## config.mk

```make
export PLATFORM = sky130hd
export DESIGN_NAME = note_phase_accumulator_sine_voice
export DESIGN_NICKNAME = d
export VERILOG_FILES = /design/src/sv/npsv_pkg.sv /design/src/sv/npsv_ctrl.sv /design/src/sv/npsv_dp.sv /design/src/sv/note_phase_accumulator_sine_voice.sv
export SDC_FILE = /design/constraint.sdc
export NUM_CORES = 2
export LEC_CHECK = 0
export BUFFER_PORTS_ARGS = -buffer_cell sky130_fd_sc_hd__buf_2
export CELL_PAD_IN_SITES_DETAIL_PLACEMENT = 1
export CELL_PAD_IN_SITES_GLOBAL_PLACEMENT = 2
export CORE_UTILIZATION = 46
export CTS_CLUSTER_SIZE = 16
export DETAILED_ROUTE_END_ITERATION = 8
export PLACE_DENSITY = 0.95
export SYNTH_ARGS = -nofsm -noshare
export SYNTH_HDL_FRONTEND = slang
export SYNTH_SLANG_ARGS = --single-unit
```

## constraint.sdc

```tcl
create_clock -name clk -period 15.53 [get_ports clk]
set_input_delay 1.553 -clock clk [delete_from_list [all_inputs] [get_ports clk]]
set_output_delay 1.553 -clock clk [all_outputs]
set_load 0.01 [all_outputs]
```

## src/sv/npsv_pkg.sv

```systemverilog
// Package for the note phase accumulator sine voice.
// Holds the default sizes, register indexes, datapath operation codes and constant tables.
// Used by npsv_ctrl, npsv_dp and the top level.
package npsv_pkg;

	localparam int PHASE_BITS_DEF  = 32;
	localparam int SINE_DEPTH_DEF  = 1024;
	localparam int SAMPLE_BITS_DEF = 16;

	localparam logic [31:0] SAMPLE_PERIOD_RST = 32'd89478;
	localparam logic [15:0] PITCH_BEND_RST    = 16'd16384;

	localparam logic REG_SAMPLE_PERIOD = 1'b0;
	localparam logic REG_PITCH_BEND    = 1'b1;

	localparam logic REQ_NOTE_ON = 1'b1;

	localparam logic [7:0]  PC_COUNT         = 8'd12;
	localparam logic [7:0]  NOTE_BASE_OFS    = 8'd4;
	localparam logic [3:0]  TOP_OCTAVE_SHIFT = 4'd10;
	localparam logic [2:0]  HORNER_LAST      = 3'd4;
	localparam logic [2:0]  COEF_TOP         = 3'd5;
	localparam logic [30:0] Q30_ONE          = 31'h4000_0000;
	localparam logic [6:0]  SCALE_DIV        = 7'd127;
	localparam logic [31:0] RECIP_127        = 32'd33818640;
	localparam logic [63:0] ROUND_BIAS       = 64'd136365211648;

	localparam int OP_W = 5;
	localparam logic [OP_W-1:0] OP_IDLE      = 5'd0;
	localparam logic [OP_W-1:0] OP_NOTE_LOAD = 5'd1;
	localparam logic [OP_W-1:0] OP_NOTE_RED  = 5'd2;
	localparam logic [OP_W-1:0] OP_NOTE_FREQ = 5'd3;
	localparam logic [OP_W-1:0] OP_TICK      = 5'd4;
	localparam logic [OP_W-1:0] OP_TICK_CHK  = 5'd5;
	localparam logic [OP_W-1:0] OP_MUL_FB    = 5'd6;
	localparam logic [OP_W-1:0] OP_MUL_P0    = 5'd7;
	localparam logic [OP_W-1:0] OP_MUL_P1    = 5'd8;
	localparam logic [OP_W-1:0] OP_SUM_P1    = 5'd9;
	localparam logic [OP_W-1:0] OP_PHASE     = 5'd10;
	localparam logic [OP_W-1:0] OP_MUL_TT    = 5'd11;
	localparam logic [OP_W-1:0] OP_T2        = 5'd12;
	localparam logic [OP_W-1:0] OP_HORN_MUL  = 5'd13;
	localparam logic [OP_W-1:0] OP_HORN_ADD  = 5'd14;
	localparam logic [OP_W-1:0] OP_FIN_MUL   = 5'd15;
	localparam logic [OP_W-1:0] OP_FIN_CLAMP = 5'd16;
	localparam logic [OP_W-1:0] OP_MUL_VF    = 5'd17;
	localparam logic [OP_W-1:0] OP_MUL_MAG   = 5'd18;
	localparam logic [OP_W-1:0] OP_ROUND     = 5'd19;
	localparam logic [OP_W-1:0] OP_MUL_RECIP = 5'd20;
	localparam logic [OP_W-1:0] OP_QUOT      = 5'd21;
	localparam logic [OP_W-1:0] OP_OUT       = 5'd22;

	typedef struct packed {
		logic [OP_W-1:0] op;
		logic [2:0]      coef_k;
	} npsv_cmd_t;

	typedef struct packed {
		logic started;
		logic pc_ge12;
	} npsv_stat_t;

	// Top octave (notes 116 to 127) as round(f * 2^16), by pitch class.
	function automatic logic [29:0] top_octave(input logic [3:0] idx);
		logic [29:0] v;
		case (idx)
			4'd0: v = 30'd435478539;
			4'd1: v = 30'd461373440;
			4'd2: v = 30'd488808132;
			4'd3: v = 30'd517874176;
			4'd4: v = 30'd548668578;
			4'd5: v = 30'd581294109;
			4'd6: v = 30'd615859655;
			4'd7: v = 30'd652480576;
			4'd8: v = 30'd691279090;
			4'd9: v = 30'd732384684;
			4'd10: v = 30'd775934544;
			4'd11: v = 30'd822074013;
			default: v = '0;
		endcase
		return v;
	endfunction

	// Odd Taylor coefficients of the sine in Q2.30, lowest order first.
	function automatic logic signed [31:0] sine_coef(input logic [2:0] k);
		logic signed [31:0] c;
		case (k)
			3'd0: c = 32'sd1686629713;
			3'd1: c = -32'sd693598668;
			3'd2: c = 32'sd85569306;
			3'd3: c = -32'sd5026995;
			3'd4: c = 32'sd172272;
			3'd5: c = -32'sd3864;
			default: c = '0;
		endcase
		return c;
	endfunction

endpackage

```

## src/sv/npsv_ctrl.sv

```systemverilog
// Controller state machine of the sine voice.
// Sequences the datapath operations for note-on and tick transactions and owns the output valid.
// Depends on npsv_pkg.
module npsv_ctrl (
	input  logic                   clk,
	input  logic                   arst_n,
	input  logic                   s_tvalid,
	output logic                   s_tready,
	input  logic                   s_tuser,
	output logic                   m_tvalid,
	input  logic                   m_tready,
	output npsv_pkg::npsv_cmd_t    cmd,
	input  npsv_pkg::npsv_stat_t   stat
);
	import npsv_pkg::*;

	logic [OP_W-1:0] state_q, state_d;
	logic [2:0]      k_q;
	logic            out_valid_q;
	logic            out_free;

	assign out_free = !out_valid_q || m_tready;
	assign s_tready = (state_q == OP_IDLE);
	assign m_tvalid = out_valid_q;

	always_comb begin
		state_d    = state_q;
		cmd.op     = state_q;
		cmd.coef_k = k_q;
		case (state_q)
			OP_IDLE: begin
				if (s_tvalid) begin
					if (s_tuser == REQ_NOTE_ON) begin
						cmd.op  = OP_NOTE_LOAD;
						state_d = OP_NOTE_RED;
					end else begin
						cmd.op  = OP_TICK;
						state_d = OP_TICK_CHK;
					end
				end
			end
			OP_NOTE_RED: begin
				if (!stat.pc_ge12) begin
					state_d = OP_NOTE_FREQ;
				end
			end
			OP_NOTE_FREQ: state_d = OP_IDLE;
			OP_TICK_CHK:  state_d = stat.started ? OP_MUL_FB : OP_OUT;
			OP_MUL_FB:    state_d = OP_MUL_P0;
			OP_MUL_P0:    state_d = OP_MUL_P1;
			OP_MUL_P1:    state_d = OP_SUM_P1;
			OP_SUM_P1:    state_d = OP_PHASE;
			OP_PHASE:     state_d = OP_MUL_TT;
			OP_MUL_TT:    state_d = OP_T2;
			OP_T2:        state_d = OP_HORN_MUL;
			OP_HORN_MUL:  state_d = OP_HORN_ADD;
			OP_HORN_ADD:  state_d = (k_q == 3'd0) ? OP_FIN_MUL : OP_HORN_MUL;
			OP_FIN_MUL:   state_d = OP_FIN_CLAMP;
			OP_FIN_CLAMP: state_d = OP_MUL_VF;
			OP_MUL_VF:    state_d = OP_MUL_MAG;
			OP_MUL_MAG:   state_d = OP_ROUND;
			OP_ROUND:     state_d = OP_MUL_RECIP;
			OP_MUL_RECIP: state_d = OP_QUOT;
			OP_QUOT:      state_d = OP_OUT;
			OP_OUT: begin
				if (out_free) begin
					state_d = OP_IDLE;
				end else begin
					cmd.op = OP_IDLE;
				end
			end
			default: state_d = OP_IDLE;
		endcase
	end

	always_ff @(posedge clk or negedge arst_n) begin
		if (!arst_n) begin
			state_q     <= OP_IDLE;
			k_q         <= '0;
			out_valid_q <= 1'b0;
		end else begin
			state_q <= state_d;
			if (state_q == OP_T2) begin
				k_q <= HORNER_LAST;
			end else if (state_q == OP_HORN_ADD && k_q != 3'd0) begin
				k_q <= k_q - 3'd1;
			end
			if (cmd.op == OP_OUT) begin
				out_valid_q <= 1'b1;
			end else if (m_tready) begin
				out_valid_q <= 1'b0;
			end
		end
	end

`ifndef ASSERT_OFF
	a_accept_leaves_idle: assert property (@(posedge clk) disable iff (!arst_n)
		(s_tvalid && s_tready) |=> (state_q != OP_IDLE))
		else $error("Accepted transaction did not start work.");
	a_horner_count: assert property (@(posedge clk) disable iff (!arst_n)
		(state_q == OP_HORN_ADD) |-> (k_q <= HORNER_LAST))
		else $error("Polynomial step counter out of range.");
	a_result_shown: assert property (@(posedge clk) disable iff (!arst_n)
		(cmd.op == OP_OUT) |=> (m_tvalid && state_q == OP_IDLE))
		else $error("Result load did not raise the output valid.");
`endif

endmodule

```

## src/sv/npsv_dp.sv

```systemverilog
// Datapath of the sine voice: configuration and voice registers, one shared 32x32 multiplier,
// the phase accumulator, the sine polynomial and the velocity scaling.
// Depends on npsv_pkg; driven by npsv_ctrl commands.
module npsv_dp #(
	parameter int PHASE_BITS       = npsv_pkg::PHASE_BITS_DEF,
	parameter int SINE_TABLE_DEPTH = npsv_pkg::SINE_DEPTH_DEF,
	parameter int SAMPLE_BITS      = npsv_pkg::SAMPLE_BITS_DEF
) (
	input  logic                     clk,
	input  logic                     arst_n,
	input  logic                     cfg_valid,
	input  logic                     cfg_index,
	input  logic [31:0]              cfg_data,
	input  logic [6:0]               note_code,
	input  logic [6:0]               strike_level,
	input  logic [15:0]              start_delay,
	input  npsv_pkg::npsv_cmd_t      cmd,
	output npsv_pkg::npsv_stat_t     stat,
	output logic [SAMPLE_BITS-1:0]   sample,
	output logic                     sounding
);
	import npsv_pkg::*;

	localparam int LOG2D    = $clog2(SINE_TABLE_DEPTH);
	localparam int STEP_LSB = 62 - PHASE_BITS;
	localparam int Y_W      = SAMPLE_BITS + 6;
	localparam int QW       = SAMPLE_BITS - 1;
	localparam logic [31:0] FULL_SCALE = 32'((64'd1 << (SAMPLE_BITS - 1)) - 64'd1);
	localparam logic [QW-1:0] QUOT_MAX = QW'(64'd1 << (SAMPLE_BITS - 2));

	logic [31:0]             sp_q;
	logic [15:0]             bend_q;
	logic [6:0]              vel_q;
	logic [29:0]             freq_q;
	logic [PHASE_BITS-1:0]   phase_q;
	logic signed [17:0]      ticks_q;
	logic [7:0]              pc_q;
	logic [3:0]              oct_q;
	logic [63:0]             prod_q;
	logic [63:0]             mul_p;
	logic [31:0]             mul_a, mul_b;
	logic [13:0]             fbhi_q;
	logic [77:0]             step_q;
	logic [30:0]             t_q, t2_q, t_c, acc_mag_q, mag_q, r_q30;
	logic [1:0]              quad_q, quad_c;
	logic                    acc_neg_q;
	logic [31:0]             p_c;
	logic [Y_W-1:0]          y_q, rem_c;
	logic [QW-1:0]           q0_c, quot_q, quot_c;
	logic signed [32:0]      horn_sum_c;
	logic signed [31:0]      coef_c, coef_top;
	logic [29:0]             oct_v_c, freq_c;
	logic [30:0]             oct_w_c;
	logic [3:0]              shift_c;
	logic [63:0]             round_c;
	logic [SAMPLE_BITS-1:0]  sample_q;
	logic                    sounding_q;
	logic                    started;

	assign started      = (ticks_q == 18'sd2);
	assign stat.started = started;
	assign stat.pc_ge12 = (pc_q >= PC_COUNT);
	assign sample       = sample_q;
	assign sounding     = sounding_q;

	always_comb begin
		p_c      = {phase_q[PHASE_BITS-1 -: LOG2D], {(32 - LOG2D){1'b0}}};
		quad_c   = p_c[31:30];
		t_c      = quad_c[0] ? (Q30_ONE - {1'b0, p_c[29:0]}) : {1'b0, p_c[29:0]};
		r_q30    = prod_q[60:30];
		coef_c   = sine_coef(cmd.coef_k);
		coef_top = sine_coef(COEF_TOP);
		horn_sum_c = 33'(coef_c) + (acc_neg_q ? -$signed({2'b00, r_q30})
			: $signed({2'b00, r_q30}));
		oct_v_c  = top_octave(pc_q[3:0]);
		shift_c  = TOP_OCTAVE_SHIFT - oct_q;
		oct_w_c  = {oct_v_c, 1'b0} >> shift_c;
		freq_c   = (shift_c == 4'd0) ? oct_v_c : 30'((oct_w_c + 31'd1) >> 1);
		round_c  = prod_q + ROUND_BIAS;
		q0_c     = prod_q[32 +: QW];
		rem_c    = y_q - ({q0_c, 7'd0} - Y_W'(q0_c));
		quot_c   = (rem_c >= Y_W'(SCALE_DIV)) ? (q0_c + 1'b1) : q0_c;
	end

	always_comb begin
		case (cmd.op)
			OP_MUL_FB: begin
				mul_a = {2'b00, freq_q};
				mul_b = {16'd0, bend_q};
			end
			OP_MUL_P0: begin
				mul_a = prod_q[31:0];
				mul_b = sp_q;
			end
			OP_MUL_P1: begin
				mul_a = {18'd0, fbhi_q};
				mul_b = sp_q;
			end
			OP_MUL_TT: begin
				mul_a = {1'b0, t_c};
				mul_b = {1'b0, t_c};
			end
			OP_HORN_MUL: begin
				mul_a = {1'b0, acc_mag_q};
				mul_b = {1'b0, t2_q};
			end
			OP_FIN_MUL: begin
				mul_a = {1'b0, acc_mag_q};
				mul_b = {1'b0, t_q};
			end
			OP_MUL_VF: begin
				mul_a = {25'd0, vel_q};
				mul_b = FULL_SCALE;
			end
			OP_MUL_MAG: begin
				mul_a = {1'b0, mag_q};
				mul_b = prod_q[31:0];
			end
			OP_MUL_RECIP: begin
				mul_a = 32'(y_q);
				mul_b = RECIP_127;
			end
			default: begin
				mul_a = '0;
				mul_b = '0;
			end
		endcase
	end

	assign mul_p = mul_a * mul_b;

	always_ff @(posedge clk or negedge arst_n) begin
		if (!arst_n) begin
			sp_q    <= SAMPLE_PERIOD_RST;
			bend_q  <= PITCH_BEND_RST;
			vel_q   <= '0;
			freq_q  <= '0;
			phase_q <= '0;
			ticks_q <= '0;
		end else begin
			if (cfg_valid) begin
				case (cfg_index)
					REG_SAMPLE_PERIOD: sp_q <= cfg_data;
					REG_PITCH_BEND:    bend_q <= cfg_data[15:0];
					default: ;
				endcase
			end
			case (cmd.op)
				OP_NOTE_LOAD: begin
					vel_q   <= strike_level;
					phase_q <= '0;
					ticks_q <= -$signed({2'b00, start_delay});
				end
				OP_NOTE_FREQ: freq_q <= freq_c;
				OP_TICK: begin
					if (ticks_q < 18'sd2) begin
						ticks_q <= ticks_q + 18'sd1;
					end
				end
				OP_PHASE: phase_q <= phase_q + step_q[STEP_LSB +: PHASE_BITS];
				default: ;
			endcase
		end
	end

	always_ff @(posedge clk) begin
		case (cmd.op)
			OP_NOTE_LOAD: begin
				pc_q  <= {1'b0, note_code} + NOTE_BASE_OFS;
				oct_q <= '0;
			end
			OP_NOTE_RED: begin
				if (pc_q >= PC_COUNT) begin
					pc_q  <= pc_q - PC_COUNT;
					oct_q <= oct_q + 4'd1;
				end
			end
			OP_MUL_FB: prod_q <= mul_p;
			OP_MUL_P0: begin
				fbhi_q <= prod_q[45:32];
				prod_q <= mul_p;
			end
			OP_MUL_P1: begin
				step_q <= 78'(prod_q);
				prod_q <= mul_p;
			end
			OP_SUM_P1: step_q <= step_q + {prod_q[45:0], 32'd0};
			OP_MUL_TT: begin
				t_q    <= t_c;
				quad_q <= quad_c;
				prod_q <= mul_p;
			end
			OP_T2: begin
				t2_q      <= r_q30;
				acc_neg_q <= coef_top[31];
				acc_mag_q <= coef_top[31] ? 31'(-coef_top) : coef_top[30:0];
			end
			OP_HORN_MUL: prod_q <= mul_p;
			OP_HORN_ADD: begin
				acc_neg_q <= horn_sum_c[32];
				acc_mag_q <= horn_sum_c[32] ? 31'(-horn_sum_c) : horn_sum_c[30:0];
			end
			OP_FIN_MUL: prod_q <= mul_p;
			OP_FIN_CLAMP: begin
				if (acc_neg_q) begin
					mag_q <= '0;
				end else if (r_q30 > Q30_ONE) begin
					mag_q <= Q30_ONE;
				end else begin
					mag_q <= r_q30;
				end
			end
			OP_MUL_VF:    prod_q <= mul_p;
			OP_MUL_MAG:   prod_q <= mul_p;
			OP_ROUND:     y_q <= round_c[31 +: Y_W];
			OP_MUL_RECIP: prod_q <= mul_p;
			OP_QUOT:      quot_q <= quot_c;
			OP_OUT: begin
				sounding_q <= started;
				if (started) begin
					sample_q <= quad_q[1] ? -SAMPLE_BITS'(quot_q) : SAMPLE_BITS'(quot_q);
				end else begin
					sample_q <= '0;
				end
			end
			default: ;
		endcase
	end

`ifndef ASSERT_OFF
	a_ticks_saturate: assert property (@(posedge clk) disable iff (!arst_n)
		ticks_q <= 18'sd2)
		else $error("Start counter passed its saturation value.");
	a_mag_clamped: assert property (@(posedge clk) disable iff (!arst_n)
		(cmd.op == OP_MUL_VF) |-> (mag_q <= Q30_ONE))
		else $error("Sine magnitude above one.");
	a_note_reduced: assert property (@(posedge clk) disable iff (!arst_n)
		(cmd.op == OP_NOTE_FREQ) |-> (pc_q < PC_COUNT && oct_q <= TOP_OCTAVE_SHIFT))
		else $error("Note reduction left an invalid pitch class or octave.");
	a_quot_range: assert property (@(posedge clk) disable iff (!arst_n)
		(cmd.op == OP_OUT && started) |-> (quot_q <= QUOT_MAX))
		else $error("Scaled sample above half scale.");
`endif

endmodule

```

## src/sv/note_phase_accumulator_sine_voice.sv

```systemverilog
// Sine voice: m_tvalid rises once a sounding tick has run the phase step, the sine polynomial
// and the scaling, or once a silent tick has passed the start check; the next transaction can
// be accepted once the result is loaded. A note-on runs one octave reduction step per octave.
// One transaction is in work at a time; the pace is set by the single shared 32x32 multiplier
// that runs the phase step, the sine polynomial and the scaling in turn.
// Reset is asynchronous and active low; it clears the voice state and loads the register
// defaults. A finished result waits in the output register while the next transaction is taken.
module note_phase_accumulator_sine_voice #(
	parameter int PHASE_BITS       = npsv_pkg::PHASE_BITS_DEF,
	parameter int SINE_TABLE_DEPTH = npsv_pkg::SINE_DEPTH_DEF,
	parameter int SAMPLE_BITS      = npsv_pkg::SAMPLE_BITS_DEF,
	localparam int OUT_TDATA_W     = ((SAMPLE_BITS + 7) / 8) * 8
) (
	input  logic                    clk,
	input  logic                    arst_n,
	input  logic                    s_tvalid,
	output logic                    s_tready,
	input  logic [31:0]             s_tdata,   // note_code, strike_level, start_delay, zero pad
	input  logic                    s_tuser,   // req_type
	output logic                    m_tvalid,
	input  logic                    m_tready,
	output logic [OUT_TDATA_W-1:0]  m_tdata,   // sample, zero pad
	output logic                    m_tuser,   // sounding
	input  logic                    cfg_valid,
	output logic                    cfg_ready,
	input  logic                    cfg_index,
	input  logic [31:0]             cfg_data
);
	import npsv_pkg::*;

	npsv_cmd_t               cmd;
	npsv_stat_t              stat;
	logic [SAMPLE_BITS-1:0]  sample;

	assign cfg_ready = 1'b1;
	assign m_tdata   = OUT_TDATA_W'(sample);

	npsv_ctrl u_ctrl (
		.clk      (clk),
		.arst_n   (arst_n),
		.s_tvalid (s_tvalid),
		.s_tready (s_tready),
		.s_tuser  (s_tuser),
		.m_tvalid (m_tvalid),
		.m_tready (m_tready),
		.cmd      (cmd),
		.stat     (stat)
	);

	npsv_dp #(
		.PHASE_BITS       (PHASE_BITS),
		.SINE_TABLE_DEPTH (SINE_TABLE_DEPTH),
		.SAMPLE_BITS      (SAMPLE_BITS)
	) u_dp (
		.clk          (clk),
		.arst_n       (arst_n),
		.cfg_valid    (cfg_valid),
		.cfg_index    (cfg_index),
		.cfg_data     (cfg_data),
		.note_code    (s_tdata[6:0]),
		.strike_level (s_tdata[13:7]),
		.start_delay  (s_tdata[29:14]),
		.cmd          (cmd),
		.stat         (stat),
		.sample       (sample),
		.sounding     (m_tuser)
	);

endmodule

```

==> impl_metrics.py <==
metrics = {
    "outcome": {
        "status": "complete, no violations",
    },
    "grt": {
        "use_met2_pct": 53.54,
        "grt_pass1_vias": 56730,
        "use_met3_pct": 5.620,
        "top_usage_layer": "met2",
        "grt_max_degree": 95,
        "grt_use_total_pct": 33.19,
        "globalRouteMet1Util_pct": 44.40,
        "grt_pass1_wl_um": 344900,
        "grt_remaining_overflow": 0,
        "antenna_found_initial": 8,
    },
    "logic_synthesis": {
        "synth_cell_types": 112,
        "yosys_warnings": 0,
        "ys_ff_latch": 452,
        "synth-seq-area-share_pct": 20.07,
        "synth_ff_type": "edfxtp_1",
        "synth_edf_count": 278,
        "syn_area_per_cell_um2": 9.027,
        "netlist_area_um2": 62600,
        "netlist_instances": 6934,
        "synthArstFlopShare_pct": 31.86,
        "synth_fp_nets": 8308,
    },
    "clock_network": {
        "clk_latency_ns": 0.64,
        "postCtsSetupBuffers": 0,
        "clockBufferDepth": 3,
        "cts-root-buf": "clkbuf_16",
        "clock-sinks": 452,
        "clk_pin_slew_ns": 0.06,
        "numCtsBuffers": 49,
        "cts_resized": 0,
        "htreeDepth": 2,
        "cts_tree": "built",
        "hold_buffers": 0,
    },
    "sta": {
        "hold_viol": 0,
        "final_max_slew_viol_count": 0,
        "tightest_slew_ns": 1.412,
        "rsz0062_at_grt": "false",
        "period_minus_slack_ns": 12.91,
        "timing.fmax_ghz": 0.07748,
        "finalCritPeriodShare_pct": 83.10,
        "tns_ns": 0,
        "setup_viol": 0,
        "skew_ns": 0.02534,
        "slew_headroom_pct": 5.594,
    },
    "setup_path": {
        "required_ns": 15.91,
        "critPathMaxFanout": 28,
        "crit_path_top_delay_cell": "a221o_1",
        "r2r.worst_path.cells": 31,
        "startpoint_type": "primary input",
        "critPathMaxStageDelay_ns": 0.82,
        "end_kind": "flop",
        "arrival_ns": 13.28,
        "critPathMostFrequentCell": "fa_1",
        "crit_type": "in -> reg",
    },
    "detailed_routing": {
        "drt_first_iter_violations": 4750,
        "drc_errors": 0,
        "dr.pass1.iters": 5,
        "wl_um": 225600,
        "wire_per_inst_um": 26.02,
        "ant_nets": 0,
        "vias_per_cell": 6.008,
        "vias": 52100,
    },
    "place": {
        "dp_hpwl_um": 178100,
        "placed_cells": 8576,
        "gp_congestion": 0.9554,
        "io_buffers": 87,
        "post_dp_cell_area_um2": 65040,
    },
    "final_layout": {
        "area_growth_pct": 6.682,
        "final_cell_mix": "inv_1, fa_1, nand2_1",
        "drive_above_1_share_pct": 7.796,
        "fin_area_um2": 66780,
        "final_common_cell": "inv_1",
        "utilization_pct": 49.72,
        "layout.nets": 8234,
        "instances_no_fill": 8671,
    },
    "die": {
        "die_area_um2": 137600,
        "rows": 134,
        "die_x_um": 370.9,
        "start_util_pct": 46.61,
        "die_h_um": 370.9,
        "io_pins": 91,
        "core_area_um2": 134300,
    },
    "worst_hold_path": {
        "hold_class": "reg -> reg",
        "hold_depth": 2,
    },
    "flow_run": {
        "maxCapViolCount": 0,
    },
    "pwr": {
        "power_density_nw_per_um2": 157.3,
        "leakage_nw": 30.95,
        "irDropWorstVdd_uv": 168.8,
    },
}
## Yosys cell counts (all sizes together) (52+ instances only)
cell type / instances / area [um^2]
mux2: 97 / 1096
buf: 94 / 500.5
ha: 397 / 4967
a21oi: 244 / 1236
nand3: 132 / 665.6
a21o: 83 / 623.1
fa: 906 / 18140
edfxtp: 278 / 8348
xor2: 98 / 865.8
inv: 1099 / 4125
clkbuf: 260 / 975.9
nor2: 735 / 2764
xnor2: 181 / 1600
mux2i: 52 / 520.5
dfrtp: 134 / 3353
and3: 61 / 381.6
nand2: 898 / 3371
and2: 69 / 434.2
nor3: 102 / 525.5
o21ai: 235 / 1176
## metrics by stage
| stage | hold WS [ns] | total power (W) | worst slack [ns] |
|---|---|---|---|
| floorplan | 0.4244 | 0.006684 | 4.792 |
| global placement | 0.4575 | 0.008768 | 2.582 |
| detailed placement | 0.4705 | 0.009013 | 2.243 |
| CTS | 0.4920 | 0.01037 | 2.862 |
| global route | 0.4976 | 0.01111 | 2.190 |
| finish | 0.4945 | 0.01050 | 2.624 |
## critical path: cells and delay by family
kind                       cells  cell delay (ns)
xor gates and xnor gates       1             0.17
and+or+nand+nor                6             2.42
adders and majority gates      9             4.58
AOI/OAI and AO/OA             10             3.46
buffers and inverters          6             1.04
## layer usage
layer | part of all wire [%] | routed length (um) | vias to the layer above
li1 | - | - | 22350
met1 | 41 | 92280 | 27200
met2 | 46 | 104600 | 2055
met3 | 8.1 | 18370 | 488
met4 | 4.6 | 10380 | 2
met5 | 0.0035 | 8 | -
## cell families after synthesis
kind of cell	share of synthesized area, %
buffers and inverters	8.955
DFF	20.07
and+or+nand+nor	16.50
adders and majority gates	36.91
muxes	3.380
AOI/OAI and AO/OA	10.23
xor gates and xnor gates	3.940
other	0.005991
## final timing paths
path / from / to / slack, ns
max in group asynchronous: arst_n / u_dp.sp_q[23] / 13.05
worst min register to register: u_dp.vel_q[2] / u_dp.vel_q[2] / 0.49
worst min-delay path: u_dp.vel_q[2] / u_dp.vel_q[2] / 0.49
worst max-delay path: m_tready / u_dp.prod_q[37] / 2.62
worst max register to register: u_ctrl.state_q[4] / u_dp.prod_q[37] / 2.79
min in group asynchronous: arst_n / u_dp.freq_q[3] / 1.09
## report_power, final
group / switching, W / internal (W)
sequential: 0.000425 / 0.00171
combinational: 0.00464 / 0.00242
clock: 0.000560 / 0.000744
## final cells by class
cell class / instances / area [um^2]
clock buffers: 57 / 1276
repair buffers: 229 / 1515
flip-flops and latches: 452 / 12560
well taps: 1768 / 2212
inverters: 1100 / 4129
multi-input cells: 5028 / 44640
clock inverters: 35 / 439.2
diodes: 2 / 5.005
fillers: 15530 / 67520
## state kept, by name, indices dropped and copies added, names as in the netlist, 3 cells and up
name	cells
u_dp.sp_q	32
u_dp.acc_mag_q	31
u_dp.oct_q	4
u_ctrl.state_q	5
u_dp.t_q	9
u_ctrl.k_q	3
u_dp.sample	16
u_dp.fbhi_q	14
u_dp.ticks_q	18
u_dp.y_q	22
u_dp.quot_q	15
u_dp.pc_q	8
u_dp.t2_q	31
u_dp.phase_q	32
u_dp.step_q	32
u_dp.bend_q	16
u_dp.freq_q	30
u_dp.prod_q	62
u_dp.vel_q	7
u_dp.oct_v_c	30
u_dp.mag_q	31
Note: power is estimated with default switching activity, not from simulation.
